`config.mk`:
```
export PLATFORM = sky130hd
export DESIGN_NAME = round_robin_scheduler_with_sleep
export DESIGN_NICKNAME = d
export VERILOG_FILES = /design/src/hdl/rrs_pkg.sv /design/src/hdl/round_robin_scheduler_with_sleep.sv /design/src/hdl/rrs_ram.sv
export SDC_FILE = /design/constraint.sdc
export NUM_CORES = 2
export LEC_CHECK = 0
export BUFFER_PORTS_ARGS = -buffer_cell sky130_fd_sc_hd__buf_4
export CAP_MARGIN = 25
export CORE_ASPECT_RATIO = 1.5
export CORE_MARGIN = 2
export CORE_UTILIZATION = 65
export CTS_BUF_LIST = sky130_fd_sc_hd__clkbuf_2 sky130_fd_sc_hd__clkbuf_4 sky130_fd_sc_hd__clkbuf_8
export DETAILED_ROUTE_END_ITERATION = 8
export GPL_ROUTABILITY_DRIVEN = 1
export PLACE_DENSITY_LB_ADDON = 0.15
export RECOVER_POWER = 50
export SKIP_LAST_GASP = 1
export SYNTH_ARGS = -nofsm -noshare
export SYNTH_HDL_FRONTEND = slang
export SYNTH_HIERARCHICAL = 1
export SYNTH_SLANG_ARGS = --single-unit
```
`constraint.sdc`:
```
create_clock -name clk -period 10.2 [get_ports clk]
set_input_delay 2.04 -clock clk [delete_from_list [all_inputs] [get_ports clk]]
set_output_delay 2.04 -clock clk [all_outputs]
set_load 0.02 [all_outputs]
```
`src/hdl/rrs_pkg.sv`:
```
`default_nettype none
// ----------------------------------------------------------------------------
// rrs_pkg
// Shared types and constants of the round-robin scheduler with sleep.
// ----------------------------------------------------------------------------
package rrs_pkg;

  localparam logic [2:0] REQ_TICK     = 3'd0;
  localparam logic [2:0] REQ_SCHEDULE = 3'd1;
  localparam logic [2:0] REQ_ADD      = 3'd2;
  localparam logic [2:0] REQ_REMOVE   = 3'd3;
  localparam logic [2:0] REQ_SLEEP    = 3'd4;

  localparam logic CFG_SLICE_LEN = 1'b0;
  localparam logic CFG_TPS       = 1'b1;

  localparam logic [15:0] SLICE_LEN_RST = 16'd10;
  localparam logic [9:0]  TPS_RST       = 10'd100;
  localparam logic [15:0] SLICE_MAX     = 16'hFFFF;

  localparam logic [0:0] STATUS_OK      = 1'b0;
  localparam logic [0:0] STATUS_NOT_SCH = 1'b1;

  // One entry of the per-task counter memory.
  typedef struct packed {
    logic [31:0] run;
    logic [15:0] slice;
    logic [20:0] sleep;
  } task_entry_t;

endpackage
`default_nettype wire

```
`src/hdl/round_robin_scheduler_with_sleep.sv`:
```
`default_nettype none
// ----------------------------------------------------------------------------
// round_robin_scheduler_with_sleep
// Round-robin time-slice task scheduler with sleeping tasks.
// ----------------------------------------------------------------------------
// One request beat (tick, schedule, add, remove or sleep) produces one result
// beat giving the active task, its run-tick total and a status bit. The
// block works on one request at a time and the time per request is set by
// the list walks through the list memory, which has one read and one write
// port. A tick walks the sleep list, after counting up the active task
// when one is active; a schedule walks the ready queue when its head is
// popped; a remove walks each list; a sleep walks the ready queue, and the
// sleep list as well when it has to be searched. The result sits in an
// output register, so a new request is taken while the previous result
// beat is still waiting to be accepted; a second result waits in the
// sequencer until the first has gone. Per-task counters live in a second
// memory whose entries read as zero until first written, so no clearing
// pass is needed after reset.
// ----------------------------------------------------------------------------
module round_robin_scheduler_with_sleep #(
  parameter int MAX_TASKS = 16
) (
  input  wire logic        clk,
  input  wire logic        rst_n,
  input  wire logic        cfg_we,
  input  wire logic        cfg_idx,
  input  wire logic [15:0] cfg_wdata,
  input  wire logic        in_valid,
  output logic             in_ready,
  input  wire logic [2:0]  in_req_type,
  input  wire logic [3:0]  in_process_id,
  input  wire logic [9:0]  in_sleep_seconds,
  output logic             out_valid,
  input  wire logic        out_ready,
  output logic             out_active_valid,
  output logic [3:0]       out_active_id,
  output logic             out_status,
  output logic [31:0]      out_active_run_ticks
);

  localparam int IDX_W = $clog2(MAX_TASKS);
  localparam int LA_W  = $clog2(2 * MAX_TASKS);
  localparam int CNT_W = $clog2(MAX_TASKS + 1);
  localparam int TM_W  = $bits(rrs_pkg::task_entry_t);
  localparam logic [CNT_W-1:0] CNT_FULL = CNT_W'(MAX_TASKS);

  // Sequencer states, one-hot.
  typedef enum logic [17:0] {
    S_IDLE   = 18'h00001,
    S_TK_WR  = 18'h00002,
    S_SL_LRD = 18'h00004,
    S_SL_TRD = 18'h00008,
    S_SL_WR  = 18'h00010,
    S_SC_CHK = 18'h00020,
    S_SC_POP = 18'h00040,
    S_SC_SET = 18'h00080,
    S_LP_RD  = 18'h00100,
    S_LP_CHK = 18'h00200,
    S_RM2    = 18'h00400,
    S_SP_WR  = 18'h00800,
    S_SP2    = 18'h01000,
    S_SP3    = 18'h02000,
    S_OUT_RD = 18'h04000,
    S_FIN    = 18'h08000,
    S_SPARE0 = 18'h10000,
    S_SPARE1 = 18'h20000
  } state_t;

  // The ready queue occupies list entries from zero, the sleep list the
  // entries from MAX_TASKS upwards.
  function automatic logic [LA_W-1:0] laddr(input logic sel, input logic [CNT_W-1:0] k);
    laddr = LA_W'(k) + (sel ? LA_W'(MAX_TASKS) : LA_W'(0));
  endfunction

  state_t              state_r, state_nxt, ret_r, ret_nxt;
  logic                cv_r, cv_nxt;
  logic [3:0]          cur_r, cur_nxt;
  logic [CNT_W-1:0]    rcnt_r, rcnt_nxt, scnt_r, scnt_nxt;
  logic [15:0]         sl_len_r;
  logic [9:0]          tps_r;
  logic [3:0]          key_r, key_nxt;
  logic [19:0]         prod_r, prod_nxt;
  logic [CNT_W-1:0]    i_r, i_nxt, kept_r, kept_nxt, k_r, k_nxt;
  logic [3:0]          sid_r, sid_nxt, head_r, head_nxt;
  logic                found_r, found_nxt, pop_r, pop_nxt, lsel_r, lsel_nxt;
  logic                status_r, status_nxt;
  logic                out_valid_r, out_valid_nxt;
  logic                oav_r, oav_nxt;
  logic [3:0]          oid_r, oid_nxt;
  logic                ost_r, ost_nxt;
  logic [31:0]         orun_r, orun_nxt;
  logic [MAX_TASKS-1:0] tv_r;
  logic                tv_q;

  // Memory ports.
  logic                 lm_we, lm_re;
  logic [LA_W-1:0]      lm_waddr, lm_raddr;
  logic [3:0]           lm_wdata, lm_q;
  logic                 tm_we, tm_re;
  logic [IDX_W-1:0]     tm_waddr, tm_raddr;
  rrs_pkg::task_entry_t tm_wdata, tm_q, tq;

  logic                 id_ok;
  logic [CNT_W-1:0]     lp_cnt;
  logic [20:0]          sl_dec;

  rrs_ram #(.W(4), .D(2 * MAX_TASKS)) u_list_ram (
    .clk   (clk),
    .we    (lm_we),
    .waddr (lm_waddr),
    .wdata (lm_wdata),
    .re    (lm_re),
    .raddr (lm_raddr),
    .rdata (lm_q)
  );

  rrs_ram #(.W(TM_W), .D(MAX_TASKS)) u_task_ram (
    .clk   (clk),
    .we    (tm_we),
    .waddr (tm_waddr),
    .wdata (tm_wdata),
    .re    (tm_re),
    .raddr (tm_raddr),
    .rdata (tm_q)
  );

  // An entry never written reads as all-zero counters.
  assign tq       = tv_q ? tm_q : '0;
  assign id_ok    = (32'(in_process_id) < MAX_TASKS);
  assign lp_cnt   = lsel_r ? scnt_r : rcnt_r;
  assign sl_dec   = tq.sleep - 21'd1;
  assign in_ready = (state_r == S_IDLE);

  assign out_valid            = out_valid_r;
  assign out_active_valid     = oav_r;
  assign out_active_id        = oid_r;
  assign out_status           = ost_r;
  assign out_active_run_ticks = orun_r;

  always_comb begin
    state_nxt     = state_r;
    ret_nxt       = ret_r;
    cv_nxt        = cv_r;
    cur_nxt       = cur_r;
    rcnt_nxt      = rcnt_r;
    scnt_nxt      = scnt_r;
    key_nxt       = key_r;
    prod_nxt      = prod_r;
    i_nxt         = i_r;
    kept_nxt      = kept_r;
    k_nxt         = k_r;
    sid_nxt       = sid_r;
    head_nxt      = head_r;
    found_nxt     = found_r;
    pop_nxt       = pop_r;
    lsel_nxt      = lsel_r;
    status_nxt    = status_r;
    out_valid_nxt = out_valid_r && !out_ready;
    oav_nxt       = oav_r;
    oid_nxt       = oid_r;
    ost_nxt       = ost_r;
    orun_nxt      = orun_r;
    lm_we         = 1'b0;
    lm_waddr      = '0;
    lm_wdata      = '0;
    lm_re         = 1'b0;
    lm_raddr      = '0;
    tm_we         = 1'b0;
    tm_waddr      = IDX_W'(cur_r);
    tm_wdata      = tq;
    tm_re         = 1'b0;
    tm_raddr      = IDX_W'(cur_r);

    case (state_r)
      S_IDLE: begin
        if (in_valid) begin
          key_nxt    = in_process_id;
          status_nxt = rrs_pkg::STATUS_OK;
          prod_nxt   = tps_r * in_sleep_seconds;
          state_nxt  = S_OUT_RD;
          case (in_req_type)
            rrs_pkg::REQ_TICK: begin
              i_nxt    = '0;
              kept_nxt = '0;
              if (cv_r) begin
                tm_re     = 1'b1;
                state_nxt = S_TK_WR;
              end else begin
                state_nxt = S_SL_LRD;
              end
            end
            rrs_pkg::REQ_SCHEDULE: begin
              if (cv_r) begin
                tm_re     = 1'b1;
                state_nxt = S_SC_CHK;
              end else begin
                state_nxt = S_SC_POP;
              end
            end
            rrs_pkg::REQ_ADD: begin
              if (id_ok && rcnt_r < CNT_FULL) begin
                lm_we    = 1'b1;
                lm_waddr = laddr(1'b0, rcnt_r);
                lm_wdata = in_process_id;
                rcnt_nxt = rcnt_r + 1'b1;
              end
            end
            rrs_pkg::REQ_REMOVE: begin
              if (id_ok) begin
                if (cv_r && cur_r == in_process_id) begin
                  cv_nxt = 1'b0;
                end
                lsel_nxt  = 1'b0;
                pop_nxt   = 1'b0;
                k_nxt     = '0;
                found_nxt = 1'b0;
                ret_nxt   = S_RM2;
                state_nxt = S_LP_RD;
              end
            end
            rrs_pkg::REQ_SLEEP: begin
              if (id_ok) begin
                tm_re     = 1'b1;
                tm_raddr  = IDX_W'(in_process_id);
                state_nxt = S_SP_WR;
              end
            end
            default: begin
              state_nxt = S_OUT_RD;
            end
          endcase
        end
      end

      // Tick: count up the active task.
      S_TK_WR: begin
        tm_we          = 1'b1;
        tm_wdata.run   = tq.run + 32'd1;
        tm_wdata.slice = (tq.slice == rrs_pkg::SLICE_MAX) ? tq.slice : tq.slice + 16'd1;
        state_nxt      = S_SL_LRD;
      end

      // Tick: walk the sleep list, compacting the sleepers that stay.
      S_SL_LRD: begin
        if (i_r < scnt_r) begin
          lm_re     = 1'b1;
          lm_raddr  = laddr(1'b1, i_r);
          state_nxt = S_SL_TRD;
        end else begin
          scnt_nxt  = kept_r;
          state_nxt = S_OUT_RD;
        end
      end
      S_SL_TRD: begin
        sid_nxt   = lm_q;
        tm_re     = 1'b1;
        tm_raddr  = IDX_W'(lm_q);
        state_nxt = S_SL_WR;
      end
      S_SL_WR: begin
        tm_we          = 1'b1;
        tm_waddr       = IDX_W'(sid_r);
        tm_wdata.sleep = sl_dec;
        if (sl_dec == 21'd0 || sl_dec[20]) begin
          if (rcnt_r < CNT_FULL) begin
            lm_we    = 1'b1;
            lm_waddr = laddr(1'b0, rcnt_r);
            lm_wdata = sid_r;
            rcnt_nxt = rcnt_r + 1'b1;
          end
        end else begin
          lm_we    = 1'b1;
          lm_waddr = laddr(1'b1, kept_r);
          lm_wdata = sid_r;
          kept_nxt = kept_r + 1'b1;
        end
        i_nxt     = i_r + 1'b1;
        state_nxt = S_SL_LRD;
      end

      // Schedule: retire a task whose slice is used up.
      S_SC_CHK: begin
        if (tq.slice >= sl_len_r) begin
          tm_we          = 1'b1;
          tm_wdata.slice = '0;
          cv_nxt         = 1'b0;
          if (cur_r != 4'd0 && rcnt_r < CNT_FULL) begin
            lm_we    = 1'b1;
            lm_waddr = laddr(1'b0, rcnt_r);
            lm_wdata = cur_r;
            rcnt_nxt = rcnt_r + 1'b1;
          end
        end
        state_nxt = S_SC_POP;
      end
      S_SC_POP: begin
        if (cv_r) begin
          state_nxt = S_OUT_RD;
        end else if (rcnt_r != '0) begin
          lsel_nxt  = 1'b0;
          pop_nxt   = 1'b1;
          k_nxt     = '0;
          found_nxt = 1'b0;
          ret_nxt   = S_SC_SET;
          state_nxt = S_LP_RD;
        end else begin
          cur_nxt   = 4'd0;
          cv_nxt    = 1'b1;
          state_nxt = S_OUT_RD;
        end
      end
      S_SC_SET: begin
        cur_nxt   = head_r;
        cv_nxt    = 1'b1;
        state_nxt = S_OUT_RD;
      end

      // List walk: drop the first match (or the head when popping) and
      // move every later entry down by one.
      S_LP_RD: begin
        if (k_r < lp_cnt) begin
          lm_re     = 1'b1;
          lm_raddr  = laddr(lsel_r, k_r);
          state_nxt = S_LP_CHK;
        end else begin
          if (found_r) begin
            if (lsel_r) begin
              scnt_nxt = scnt_r - 1'b1;
            end else begin
              rcnt_nxt = rcnt_r - 1'b1;
            end
          end
          state_nxt = ret_r;
        end
      end
      S_LP_CHK: begin
        if (!found_r && (pop_r || lm_q == key_r)) begin
          found_nxt = 1'b1;
          head_nxt  = lm_q;
        end else if (found_r) begin
          lm_we    = 1'b1;
          lm_waddr = laddr(lsel_r, k_r - 1'b1);
          lm_wdata = lm_q;
        end
        k_nxt     = k_r + 1'b1;
        state_nxt = S_LP_RD;
      end

      S_RM2: begin
        lsel_nxt  = 1'b1;
        pop_nxt   = 1'b0;
        k_nxt     = '0;
        found_nxt = 1'b0;
        ret_nxt   = S_OUT_RD;
        state_nxt = S_LP_RD;
      end

      // Sleep: load the countdown, then look for the task.
      S_SP_WR: begin
        tm_we          = 1'b1;
        tm_waddr       = IDX_W'(key_r);
        tm_wdata.sleep = 21'(prod_r);
        lsel_nxt       = 1'b0;
        pop_nxt        = 1'b0;
        k_nxt          = '0;
        found_nxt      = 1'b0;
        ret_nxt        = S_SP2;
        state_nxt      = S_LP_RD;
      end
      S_SP2: begin
        if (found_r || (cv_r && cur_r == key_r)) begin
          if (!found_r) begin
            cv_nxt = 1'b0;
          end
          if (scnt_r < CNT_FULL) begin
            lm_we    = 1'b1;
            lm_waddr = laddr(1'b1, scnt_r);
            lm_wdata = key_r;
            scnt_nxt = scnt_r + 1'b1;
          end
          state_nxt = S_OUT_RD;
        end else begin
          lsel_nxt  = 1'b1;
          pop_nxt   = 1'b0;
          k_nxt     = '0;
          found_nxt = 1'b0;
          ret_nxt   = S_SP3;
          state_nxt = S_LP_RD;
        end
      end
      S_SP3: begin
        if (found_r) begin
          if (scnt_r < CNT_FULL) begin
            lm_we    = 1'b1;
            lm_waddr = laddr(1'b1, scnt_r);
            lm_wdata = key_r;
            scnt_nxt = scnt_r + 1'b1;
          end
        end else begin
          status_nxt = rrs_pkg::STATUS_NOT_SCH;
        end
        state_nxt = S_OUT_RD;
      end

      // Fetch the active task's run total and hand over the result.
      S_OUT_RD: begin
        tm_re     = 1'b1;
        state_nxt = S_FIN;
      end
      S_FIN: begin
        if (!out_valid_r || out_ready) begin
          out_valid_nxt = 1'b1;
          oav_nxt       = cv_r;
          oid_nxt       = cv_r ? cur_r : 4'd0;
          ost_nxt       = status_r;
          orun_nxt      = cv_r ? tq.run : 32'd0;
          state_nxt     = S_IDLE;
        end
      end

      default: begin
        state_nxt = S_IDLE;
      end
    endcase
  end

  always_ff @(posedge clk) begin
    if (!rst_n) begin
      state_r     <= S_IDLE;
      ret_r       <= S_IDLE;
      cv_r        <= 1'b0;
      cur_r       <= 4'd0;
      rcnt_r      <= '0;
      scnt_r      <= '0;
      found_r     <= 1'b0;
      pop_r       <= 1'b0;
      lsel_r      <= 1'b0;
      out_valid_r <= 1'b0;
      sl_len_r    <= rrs_pkg::SLICE_LEN_RST;
      tps_r       <= rrs_pkg::TPS_RST;
      tv_r        <= '0;
      tv_q        <= 1'b0;
    end else begin
      state_r     <= state_nxt;
      ret_r       <= ret_nxt;
      cv_r        <= cv_nxt;
      cur_r       <= cur_nxt;
      rcnt_r      <= rcnt_nxt;
      scnt_r      <= scnt_nxt;
      found_r     <= found_nxt;
      pop_r       <= pop_nxt;
      lsel_r      <= lsel_nxt;
      out_valid_r <= out_valid_nxt;
      if (cfg_we) begin
        if (cfg_idx == rrs_pkg::CFG_SLICE_LEN) begin
          sl_len_r <= cfg_wdata;
        end else begin
          tps_r <= cfg_wdata[9:0];
        end
      end
      if (tm_we) begin
        tv_r[tm_waddr] <= 1'b1;
      end
      if (tm_re) begin
        tv_q <= tv_r[tm_raddr];
      end
    end
  end

  // Payload registers.
  always_ff @(posedge clk) begin
    key_r    <= key_nxt;
    prod_r   <= prod_nxt;
    i_r      <= i_nxt;
    kept_r   <= kept_nxt;
    k_r      <= k_nxt;
    sid_r    <= sid_nxt;
    head_r   <= head_nxt;
    status_r <= status_nxt;
    oav_r    <= oav_nxt;
    oid_r    <= oid_nxt;
    ost_r    <= ost_nxt;
    orun_r   <= orun_nxt;
  end

endmodule
`default_nettype wire

```
`src/hdl/rrs_ram.sv`:
```
`default_nettype none
// ----------------------------------------------------------------------------
// rrs_ram
// Simple dual-port synchronous RAM with a registered read port.
// ----------------------------------------------------------------------------
module rrs_ram #(
  parameter int W = 8,
  parameter int D = 16,
  localparam int AW = $clog2(D)
) (
  input  wire logic          clk,
  input  wire logic          we,
  input  wire logic [AW-1:0] waddr,
  input  wire logic [W-1:0]  wdata,
  input  wire logic          re,
  input  wire logic [AW-1:0] raddr,
  output logic      [W-1:0]  rdata
);

  logic [W-1:0] mem [D];

  always_ff @(posedge clk) begin
    if (we) begin
      mem[waddr] <= wdata;
    end
  end

  // Read data holds until the next read.
  always_ff @(posedge clk) begin
    if (re) begin
      rdata <= mem[raddr];
    end
  end

endmodule
`default_nettype wire
```
==> impl_metrics.ini <==
[setup_path]
r2r_end = u_task_ram/mem[5][33]
cp.arrival_ps = 8720
start_kind = flop
crit_fanout = 35
end_kind = flop
r2r_slack_ps = 1970
rr_worst_depth = 15
reg2reg_from = tv_q
cp-startpoint = tv_q
path_class = flop to flop
worstPathRequired_ps = 10700

[drt]
wirelength_mm = 150
ant_nets = 0
first_iter_violations = 3849
first_pass_iters = 7
vias = 35300
viasPerCell = 6.65
post_drt_wl_per_cell_um = 28.2
drc = 0

[global_routing]
grt_pass1_vias = 36500
antenna_found_initial = 3
grt_max_degree = 155
grt.overflow.total = 0
grt_pass1_wl_mm = 225
grtUsageTotal_pct = 30.8

[placement]
gp_congestion = 0.894
place_hpwl_mm = 84.2
port_buffers = 78
dp.cells = 4929

[clock_tree]
postCtsHoldBufs = 0
cts.clk_slew.worst_paths_ps = 60
cts_sinks = 1475
cts_buffers = 201
clk-insertion-delay-late_ps = 910
htreeDepth = 4
root_buffer = clkbuf_8
cts_resized = 0
cts_tree = done
cts_buffer_depth = 3
post_cts_buffers = 0

[timing]
setup_viol = 0
hold_viol = 0
max_freq_mhz = 122
fin_setup_tns_ps = 0
slew_headroom_pct = -135
rsz0062_at_grt = false
clock_skew_ps = 53.0
tightest_slew_ps = 3530
finalMaxSlewViolations = 471
min_period_ps = 8230
period_share_pct = 80.6

[power]
switching_share_pct = 24.5
p_switching_w = 0.00307
pwr-share-clk_pct = 35.8
seqPwrFrac_pct = 54.9
p_int_w = 0.00945
ir_worst_vdd_v = 0.000162
p_per_area_mw_per_mm2 = 182
total_power_w = 0.0125
cellLeakagePower_nw = 20.5
combPwrFrac_pct = 9.3

[floorplan]
ios = 79
core_area_mm2 = 0.0960
dieHeight_um = 385
die_w_um = 258
dieArea_mm2 = 0.0996
start_util_pct = 65.7
fp-row-count = 139

[finish]
drive_gt1_share_pct = 19.1
instances_no_fill = 5308
nets = 4081
fillers = 5941
fin_util_pct = 71.7
syn_to_final_growth_pct = 9.16

[logic_synthesis]
netlist_instances = 3695
ys.warnings.count = 6
postSynthNetCount = 3897
ys_seq_area_share_pct = 68.9
syn-cell-area_mm2 = 0.0631
synthFlopType = edfxtp_1
async_flop_share_pct = 0
synth_edf_count = 1391
syn_avg_cell_area_um2 = 17.1
ys_seq_elements = 1475
ys_types = 101

[run_status]
violations = max-capacitance violations, max-slew violations
outcome = finished with violations

[hold_path]
hold_end = out_status
hp-class = flop to flop
hold_start = status_r
holdPathStages = 0

[run]
drv_cap = 13
[layer usage]
metal	part of all wire, %	track usage, %	vias up
met1	37	41.2	18100
met5	0	0	-
met2	50	51.5	1925
met3	8.9	5.14	359
li1	-	-	14900
met4	3.5	11.7	0
[flip-flops by register name, indices dropped and copies added (netlist names), 6 cells and up]
name                  cells
u_task_ram/mem         1104
u_list_ram/mem          128
u_task_ram/rdata         69
out_active_run_ticks     32
prod_r                   20
sl_len_r                 16
state_r                  16
tv_r                     16
tps_r                    10
ret_r                     6
[per-stage QoR]
| step | hold slack, ps | instance area, µm² | worst slack, ps |
|---|---|---|---|
| after global placement | 413 | 65100 | 2620 |
| after floorplan | 400 | 63100 | 1460 |
| after CTS | 431 | 69100 | 3480 |
| final | 440 | 68800 | 1970 |
| after detailed placement | 415 | 65100 | 2530 |
| after global routing | 445 | 68800 | 1660 |
[power by group through the flow]
| stage | Clock [W] | Combinational (W) | Sequential [W] |
|---|---|---|---|
| 6_report | 0.00448 | 0.00116 | 0.00687 |
| 4_1_cts | 0.00455 | 0.00117 | 0.00686 |
| 3_3_place_gp | 0 | 0.00112 | 0.00699 |
| 5_1_grt | 0.00480 | 0.00128 | 0.00688 |
| 2_1_floorplan | 0 | 0.000913 | 0.00691 |
| 3_5_place_dp | 0 | 0.00116 | 0.00699 |
[critical path: stages (launching register included)]
cell	delay, ps
dfxtp_4	600
clkbuf_1	1300
nand2_1	550
ha_1	460
nand2b_1	100
a21o_1	110
a21oi_1	60
o21ai_0	240
o21ai_0	160
a21oi_1	720
or2_0	820
or3_1	300
nand3b_1	320
nor2_4	630
buf_4	690
buf_4	680
[cells in the mapped netlist, types with 22 or more instances]
cell type | instances | area (µm²)
nand4_1 | 25 | 156
nand2_1 | 297 | 1110
inv_1 | 137 | 514
and3_1 | 49 | 307
nand3_1 | 44 | 220
buf_2 | 36 | 180
ha_1 | 98 | 1230
nor2_1 | 159 | 597
a22oi_1 | 157 | 1180
mux2i_1 | 24 | 240
xor2_1 | 35 | 307
nor3_1 | 45 | 225
edfxtp_1 | 1391 | 41800
dfxtp_1 | 84 | 1680
buf_6 | 22 | 248
and2_1 | 88 | 551
mux4_2 | 313 | 7050
a21oi_1 | 81 | 405
fa_1 | 65 | 1300
o21ai_0 | 68 | 340
xnor2_1 | 54 | 473
clkbuf_1 | 100 | 375
[final cells by class]
type / instances / area [µm²] / area share (%)
Sequential cell: 1475 / 43500 / 63.1
Multi-Input combinational cell: 1889 / 18200 / 26.5
Antenna cell: 2 / 5.00 / 0.00727
Timing Repair Buffer: 171 / 1050 / 1.52
Clock inverter: 116 / 883 / 1.28
Tap cell: 1269 / 1590 / 2.31
Clock buffer: 245 / 3100 / 4.50
Inverter: 141 / 537 / 0.780
[logic make-up (layout without fill, tap and decap cells)]
logic type | Yosys count | after routing | synth area share [%]
compound gates | 459 | 459 | 5.04
xor+xnor | 90 | 90 | 1.27
fa+ha+maj | 163 | 163 | 4.01
buf+inv | 331 | 673 | 2.41
flops | 1475 | 1475 | 68.9
mux | 346 | 346 | 11.8
other cells | 0 | 2 | 0
simple gates | 831 | 831 | 6.56
[layout by cell type, fill, tap and decap left out, types with 44 or more instances in the layout]
cell | Yosys | layout
a21oi_1 | 81 | 81
a22oi_1 | 157 | 157
and2_1 | 88 | 70
and3_1 | 49 | 49
buf_4 | 9 | 80
clkbuf_1 | 100 | 85
clkbuf_4 | 0 | 44
clkbuf_8 | 2 | 201
clkinv_1 | 2 | 49
dfxtp_1 | 84 | 83
edfxtp_1 | 1391 | 1391
fa_1 | 65 | 65
ha_1 | 98 | 98
inv_1 | 137 | 138
mux4_2 | 313 | 313
nand2_1 | 297 | 298
nand3_1 | 44 | 44
nor2_1 | 159 | 146
o21ai_0 | 68 | 72
xnor2_1 | 54 | 54
[how the worst max path moves through the flow]
stage	end	slack (ps)
floorplan	u_task_ram/mem[0][0]	1460
global placement	prod_r[19]	2620
detailed placement	prod_r[19]	2530
CTS	prod_r[19]	3480
global route	u_task_ram/mem[5][34]	1660
finish	u_task_ram/mem[5][33]	1970
No activity file was read; power rests on OpenSTA's default activity.
